$ cat config.mk
export PLATFORM = sky130hd
export DESIGN_NAME = magic_sync_length_deframer_unit
export DESIGN_NICKNAME = d
export VERILOG_FILES = /design/src/mdf_pkg.sv /design/src/mdf_front.sv /design/src/mdf_queue.sv /design/src/mdf_back.sv /design/src/magic_sync_length_deframer_unit.sv
export SDC_FILE = /design/constraint.sdc
export NUM_CORES = 1
export LEC_CHECK = 0
export ABC_AREA = 1
export BUFFER_PORTS_ARGS = -buffer_cell sky130_fd_sc_hd__buf_2
export CORE_MARGIN = 10
export CORE_UTILIZATION = 44
export DETAILED_ROUTE_END_ITERATION = 10
export GPL_TIMING_DRIVEN = 0
export PLACE_DENSITY_LB_ADDON = 0.12
export SYNTH_ARGS = -nofsm -noshare
export SYNTH_HDL_FRONTEND = slang
export SYNTH_SLANG_ARGS = --single-unit
$ cat constraint.sdc
create_clock -name clk -period 19.5 [get_ports clk]
set_input_delay 3.9 -clock clk [delete_from_list [all_inputs] [get_ports clk]]
set_output_delay 3.9 -clock clk [all_outputs]
set_load 0.1 [all_outputs]
$ cat src/mdf_pkg.sv
// Shared types and constants for the magic-word length-prefixed deframer.
package mdf_pkg;

  typedef enum logic [1:0] {
    PH_HEADER  = 2'd0,
    PH_PAYLOAD = 2'd1,
    PH_RESYNC  = 2'd2
  } phase_t;

  typedef enum logic [1:0] {
    EV_DATA      = 2'd0,
    EV_ACCEPT    = 2'd1,
    EV_BAD_MAGIC = 2'd2,
    EV_TOO_LONG  = 2'd3
  } event_t;

  localparam logic CFG_MAGIC   = 1'b0;
  localparam logic CFG_MAX_LEN = 1'b1;

  localparam logic [31:0] MAX_LEN_RESET = 32'd1000000;

  localparam int QUEUE_DEPTH = 4;
  localparam int QPTR_W      = 2;

  // One result word: value holds the data byte for payload events,
  // the decoded length for header events.
  typedef struct packed {
    event_t      kind;
    logic [31:0] value;
    logic        last;
  } rec_t;

  typedef struct packed {
    logic valid;
    rec_t rec;
  } push_t;

endpackage

$ cat src/mdf_front.sv
// Front end: takes input words, tracks header, payload and resync phases, and classifies.
module mdf_front #(
  parameter int HEADER_BYTES = 16
) (
  input  logic                clk,
  input  logic                rst,
  input  logic                take,
  input  logic [7:0]          rx_byte,
  input  logic [31:0]         magic_word,
  input  logic [31:0]         max_length,
  output mdf_pkg::push_t      push
);

  localparam int FILL_W = $clog2(HEADER_BYTES);

  logic [7:0]        window    [HEADER_BYTES];
  logic [7:0]        win_shift [HEADER_BYTES];
  mdf_pkg::phase_t   phase, phase_next;
  logic [FILL_W-1:0] fill, fill_next;
  logic [31:0]       remaining, remaining_next;
  logic [31:0]       seen_magic, seen_len;
  logic              judge;

  // Window as it stands once the incoming word is shifted in.
  always_comb begin
    for (int i = 0; i < HEADER_BYTES - 1; i++) begin
      win_shift[i] = window[i + 1];
    end
    win_shift[HEADER_BYTES - 1] = rx_byte;
  end

  assign seen_magic = {win_shift[0], win_shift[1], win_shift[2], win_shift[3]};
  assign seen_len   = {win_shift[4], win_shift[5], win_shift[6], win_shift[7]};

  always_ff @(posedge clk) begin
    if (take && phase != mdf_pkg::PH_PAYLOAD) begin
      window <= win_shift;
    end
  end

  always_ff @(posedge clk) begin
    if (rst) begin
      phase     <= mdf_pkg::PH_HEADER;
      fill      <= '0;
      remaining <= '0;
    end else begin
      phase     <= phase_next;
      fill      <= fill_next;
      remaining <= remaining_next;
    end
  end

  always_comb begin
    phase_next     = phase;
    fill_next      = fill;
    remaining_next = remaining;
    push           = '0;
    judge          = 1'b0;
    if (take) begin
      unique case (phase)
        mdf_pkg::PH_PAYLOAD: begin
          push.valid     = 1'b1;
          push.rec.kind  = mdf_pkg::EV_DATA;
          push.rec.value = {24'd0, rx_byte};
          push.rec.last  = (remaining <= 32'd1);
          if (remaining <= 32'd1) begin
            phase_next     = mdf_pkg::PH_HEADER;
            fill_next      = '0;
            remaining_next = '0;
          end else begin
            remaining_next = remaining - 32'd1;
          end
        end
        mdf_pkg::PH_RESYNC: begin
          judge = (seen_magic == magic_word);
        end
        default: begin
          // header collecting, also the spare phase code
          phase_next = mdf_pkg::PH_HEADER;
          if (fill == FILL_W'(HEADER_BYTES - 1)) begin
            fill_next = '0;
            judge     = 1'b1;
          end else begin
            fill_next = fill + 1'b1;
          end
        end
      endcase
    end

    if (judge) begin
      push.valid     = 1'b1;
      push.rec.value = seen_len;
      push.rec.last  = 1'b0;
      if (seen_magic != magic_word) begin
        push.rec.kind = mdf_pkg::EV_BAD_MAGIC;
        phase_next    = mdf_pkg::PH_RESYNC;
      end else if (seen_len > max_length) begin
        push.rec.kind = mdf_pkg::EV_TOO_LONG;
        phase_next    = mdf_pkg::PH_RESYNC;
      end else begin
        push.rec.kind = mdf_pkg::EV_ACCEPT;
        fill_next     = '0;
        if (seen_len == 32'd0) begin
          phase_next = mdf_pkg::PH_HEADER;
        end else begin
          phase_next     = mdf_pkg::PH_PAYLOAD;
          remaining_next = seen_len;
        end
      end
    end
  end

endmodule

$ cat src/mdf_queue.sv
// Short result queue between the front end and the output stage.
module mdf_queue (
  input  logic           clk,
  input  logic           rst,
  input  mdf_pkg::push_t push,
  input  logic           pop,
  output logic           full,
  output logic           head_valid,
  output mdf_pkg::rec_t  head
);

  localparam int CNT_W = mdf_pkg::QPTR_W + 1;

  mdf_pkg::rec_t              slots [mdf_pkg::QUEUE_DEPTH];
  logic [mdf_pkg::QPTR_W-1:0] wr_ptr, rd_ptr;
  logic [CNT_W-1:0]           count;
  logic                       do_pop;

  assign full       = (count == CNT_W'(mdf_pkg::QUEUE_DEPTH));
  assign head_valid = (count != '0);
  assign head       = slots[rd_ptr];
  assign do_pop     = pop && head_valid;

  always_ff @(posedge clk) begin
    if (push.valid) begin
      slots[wr_ptr] <= push.rec;
    end
  end

  always_ff @(posedge clk) begin
    if (rst) begin
      wr_ptr <= '0;
      rd_ptr <= '0;
      count  <= '0;
    end else begin
      if (push.valid) begin
        wr_ptr <= wr_ptr + 1'b1;
      end
      if (do_pop) begin
        rd_ptr <= rd_ptr + 1'b1;
      end
      count <= count + CNT_W'(push.valid) - CNT_W'(do_pop);
    end
  end

endmodule

$ cat src/mdf_back.sv
// Output stage: expands queued results into the result fields and drives the handshake.
module mdf_back (
  input  logic          head_valid,
  input  mdf_pkg::rec_t head,
  input  logic          out_ready,
  output logic          out_valid,
  output logic [1:0]    event_kind,
  output logic [7:0]    data_byte,
  output logic [31:0]   frame_length,
  output logic          last_byte,
  output logic          pop
);

  logic is_data;

  assign is_data      = (head.kind == mdf_pkg::EV_DATA);
  assign out_valid    = head_valid;
  assign event_kind   = head.kind;
  assign data_byte    = is_data ? head.value[7:0] : 8'd0;
  assign frame_length = is_data ? 32'd0 : head.value;
  assign last_byte    = is_data && head.last;
  assign pop          = head_valid && out_ready;

endmodule

$ cat src/magic_sync_length_deframer_unit.sv
// Top level of the magic-word length-prefixed deframer.
// Usage:
//   Input channel (in_valid/in_ready, rx_byte) takes one link word per clock while in_ready is high.
//   Output channel (out_valid/out_ready) gives at most one result per input word:
//   a payload word (event_kind 0, last_byte on the final one), or a header
//   verdict (accepted, bad magic, length too large) with frame_length.
//   cfg_we/cfg_index/cfg_data write magic_word (index 0) and
//   max_length (index 1); write only while the block is idle.
// Timing: a result is written into the queue at the edge that takes its input
//   word and shows on the output once any results queued ahead of it are taken;
//   the front end has no register stage of its own.
// Throughput: one word per clock while the queue is not full, set by the front
//   end that shifts the header window and judges it in the same cycle.
// Stall: a four-entry result queue parts the two sides; in_ready drops only
//   when the queue is full, and rises again as results are taken.
// Reset: rst clears phase, counters and the queue; no clearing pass. The
//   register values return to magic 0 and maximum length 1000000.
module magic_sync_length_deframer_unit #(
  parameter int HEADER_BYTES = 16
) (
  input  logic        clk,
  input  logic        rst,
  input  logic        in_valid,
  output logic        in_ready,
  input  logic [7:0]  rx_byte,
  output logic        out_valid,
  input  logic        out_ready,
  output logic [1:0]  event_kind,
  output logic [7:0]  data_byte,
  output logic [31:0] frame_length,
  output logic        last_byte,
  input  logic        cfg_we,
  input  logic        cfg_index,
  input  logic [31:0] cfg_data
);

  logic [31:0]    magic_word, max_length;
  logic           take, full, head_valid, pop;
  mdf_pkg::push_t push;
  mdf_pkg::rec_t  head;

  always_ff @(posedge clk) begin
    if (rst) begin
      magic_word <= '0;
      max_length <= mdf_pkg::MAX_LEN_RESET;
    end else if (cfg_we) begin
      if (cfg_index == mdf_pkg::CFG_MAGIC) begin
        magic_word <= cfg_data;
      end
      if (cfg_index == mdf_pkg::CFG_MAX_LEN) begin
        max_length <= cfg_data;
      end
    end
  end

  assign in_ready = !full;
  assign take     = in_valid && in_ready;

  mdf_front #(
    .HEADER_BYTES(HEADER_BYTES)
  ) u_front (
    .clk       (clk),
    .rst       (rst),
    .take      (take),
    .rx_byte   (rx_byte),
    .magic_word(magic_word),
    .max_length(max_length),
    .push      (push)
  );

  mdf_queue u_queue (
    .clk       (clk),
    .rst       (rst),
    .push      (push),
    .pop       (pop),
    .full      (full),
    .head_valid(head_valid),
    .head      (head)
  );

  mdf_back u_back (
    .head_valid  (head_valid),
    .head        (head),
    .out_ready   (out_ready),
    .out_valid   (out_valid),
    .event_kind  (event_kind),
    .data_byte   (data_byte),
    .frame_length(frame_length),
    .last_byte   (last_byte),
    .pop         (pop)
  );

`ifndef SYNTHESIS
  a_push_needs_take: assert property (@(posedge clk) disable iff (rst)
    push.valid |-> (in_valid && in_ready))
    else $error("result pushed without an accepted input word");

  a_header_fields: assert property (@(posedge clk) disable iff (rst)
    (out_valid && event_kind != mdf_pkg::EV_DATA) |-> (data_byte == 8'd0 && !last_byte))
    else $error("header event carries payload fields");

  a_quiet_after_reset: assert property (@(posedge clk)
    $past(rst) |-> !out_valid)
    else $error("output valid straight after reset");
`endif

endmodule
==> impl_metrics.csv <==
group,metric,value,unit
timing,finalClockSkew,0.0163,ns
synthesis,ys_types,45,
clock_network,cts_max_level,2,
routing,drc_errors,0,
power_and_ir_drop,power.total,2.40,mW
synthesis,synthFlopType,"edfxtp_1",
routing,post_drt_via_cell_ratio,5.09,
synthesis,ys_top_cells_by_area,"edfxtp_1, dfxtp_1, nor2_1",
critical_path,crit_chain,"clkinv_1 -> a32oi_1 -> inv_1 -> nand2_1 -> buf_2 -> nand2_1 -> inv_1 -> buf_2",
routing,wirelength,42000,um
timing,relSlewSlack,34.8,%
critical_path,critPathRequiredTime,15.60,ns
grt,grt_antenna_before_repair,0,
synthesis,synth_fp_nets,1720,
clock_network,post_cts_resized,0,
critical_path,timing.rr.end,"u_queue.count[2]",
run,maxCapViolations,0,
clock_network,hold_buffers,0,
routing,detail_route.iter0.violations,808,
clock_network,cts_tree,"built",
routing,ant_nets,0,
hold_path,hold_class,"flip-flop to flip-flop",
timing,setup_viol,0,
critical_path,arrival,3.06,ns
synthesis,synth_seq_area_share,61.8,%
routing,vias,11551,
final_layout,syn_to_final_growth,17.2,%
grt,grt_pass1_vias,11171,
floorplan,io_pins,91,
power_and_ir_drop,powerDensity,126,nW/um2
synthesis,synth_edf_count,260,
clock_network,clock_path_buffers,3,
run_status,status,"completed",
place,place_ws,12.89,ns
critical_path,max_stage_delay,0.50,ns
critical_path,setup.worst_path.end_class,"output port",
timing,maxSlewViolCount,0,
critical_path,critical_path_depth,8,
synthesis,yosys.area.top_type,"edfxtp_1",
floorplan,die_y,212,um
final_layout,antennaDiodeCount,0,
clock_network,ctsRootBufferMaster,"clkbuf_16",
floorplan,die_w,212,um
critical_path,cp_max_fo,10,
critical_path,worst-r2r-setup-slack,16.16,ns
synthesis,syn_avg_cell_area,9.96,um2
final_layout,drive_gt1_share,12.8,%
final_layout,nets,1860,
synthesis,synth_warnings,0,
critical_path,rr_worst_depth,11,
grt,grt_max_degree,31,
critical_path,crit_path_top_delay_cell,"dfxtp_1",
critical_path,worst-path-buf-inv,5,
critical_path,cp-start-kind,"flip-flop",
grt,grt_pass1_wl,64900,um
power_and_ir_drop,peakVddDrop,134,uV
critical_path,crit_type,"flip-flop to output port",
critical_path,crit_end,"frame_length[30]",
final_layout,fillers,3299,
timing,finalHoldViolCount,0,
timing,min_period,6.96,ns
critical_path,timing.rr.start,"u_front.phase[1]",
synthesis,synthArstFlopShare,0,%
place,globalplace.congestion,0.902,
floorplan,coreArea,36500,um2
timing,fmax,0.144,GHz
synthesis,synth.cell_area,16200,um2
clock_network,clk_latency,0.53,ns
place,hpwl,30600,um
timing,rsz0062_at_grt,"no",
synthesis,netlist_instances,1630,
synthesis,synth-seq-cells,371,
clock_network,clkTransAtPathRegs,0.06,ns
place,port_buffers,90,
timing,tightest_slew,0.975,ns
timing,setup_ws,12.54,ns
clock_network,cts_setup_buffers,0,
timing,fin_tns_setup,0,ns
clock_network,clkSinkCount,371,
power_and_ir_drop,p_leak,7.61,nW
grt,grt_util_all_layers,18.7,%
timing,fin_crit_sh,35.7,%
clock_network,cts_buffers,40,
floorplan,initial_core_util,44.4,%
synthesis,synth_common_cells,"nor2_1, edfxtp_1, nand2_1, inv_1, o21ai_0",
routing,drt_pass1_iterations,5,
floorplan,die_area,45000,um2
synthesis,yosysMostFrequentCell,"nor2_1",
floorplan,rows,70,
grt,grt.overflow.total,0,
routing,avgRoutedWirePerCell,18.5,um
synthesis,yosysTopAreaCellShare,48.1,%
critical_path,critPathTopFamily,"buffers and inverters",
## cells by family (layout without fill, tap and decap cells)
group | after synthesis | count (layout) | synth area share, %
and+or+nand+nor | 663 | 663 | 17.2
xor gates and xnor gates | 34 | 34 | 1.84
buffers and inverters | 257 | 429 | 6.55
DFF | 371 | 371 | 61.8
AOI/OAI and AO/OA | 261 | 261 | 9.15
adders and majority gates | 44 | 44 | 3.44
## cell usage in the layout (no fill, tap or decap), drive strengths merged, types with 25 or more instances in the layout
cell type	n
nor3	25
o21ai	139
dfxtp	111
nand3	41
o22ai	32
clkbuf	89
xor2	32
ha	43
buf	125
edfxtp	260
inv	191
nand2	237
nor2	333
a21oi	65
## state kept, by name, indices dropped and copies added (netlist names), named ones only
register / flops
magic_word: 32
max_length: 32
u_front.fill: 4
u_front.phase: 2
u_front.remaining: 32
u_front.seen_len: 32
u_front.seen_magic: 32
u_front.win_shift: 56
u_queue.count: 3
u_queue.rd_ptr: 2
u_queue.slots: 140
u_queue.wr_ptr: 2
## report_power, final
part | internal (mW) | switching [mW] | total (mW) | leakage, nW
Sequential | 0.941 | 0.0522 | 0.993 | 3.03
Combinational | 0.111 | 0.428 | 0.539 | 3.82
Clock | 0.565 | 0.306 | 0.872 | 0.758
## metrics by stage
stage               cell area, um2  hold WS [ns]  utilization (%)  cells
floorplan                    16200         0.400                -   1630
global placement             17300         0.403             47.3   2188
detailed placement           17500         0.405             47.8   2196
CTS                          19000         0.416             52.1   2270
global route                 19000         0.421             52.1   2270
finish                       19000         0.416             52.1   2270
## final cells by class
class	count	area [um2]	share of cell area, %
plain buffers	63	334	1.76
clock buffers	53	1160	6.12
clock inverters	21	385	2.03
inverters	194	728	3.83
multi-input cells	1002	5170	27.2
flip-flops and latches	371	10000	52.7
well taps	468	586	3.08
repair buffers	98	618	3.25
## worst min path at each step
stage	start	end	slack, ns	depth (start not counted)
after floorplan	u_front.win_shift[56]	u_front.seen_len[0]	0.40	0
after global placement	u_front.win_shift[61]	u_front.seen_len[5]	0.40	0
after detailed placement	u_front.win_shift[37]	u_front.win_shift[45]	0.40	0
after CTS	u_front.win_shift[29]	u_front.win_shift[37]	0.42	0
after global routing	u_front.win_shift[17]	u_front.win_shift[25]	0.42	0
final	u_front.win_shift[38]	u_front.win_shift[46]	0.42	0
## metal layers
layer	up-vias	share of wire (%)	GRT usage [%]
met5	-	0	0
met4	0	2.1	5.13
met1	5501	47	26.1
li1	5738	-	-
met3	58	5.2	2.64
met2	254	46	29.7
Note: power is estimated with default switching activity, not from simulation.
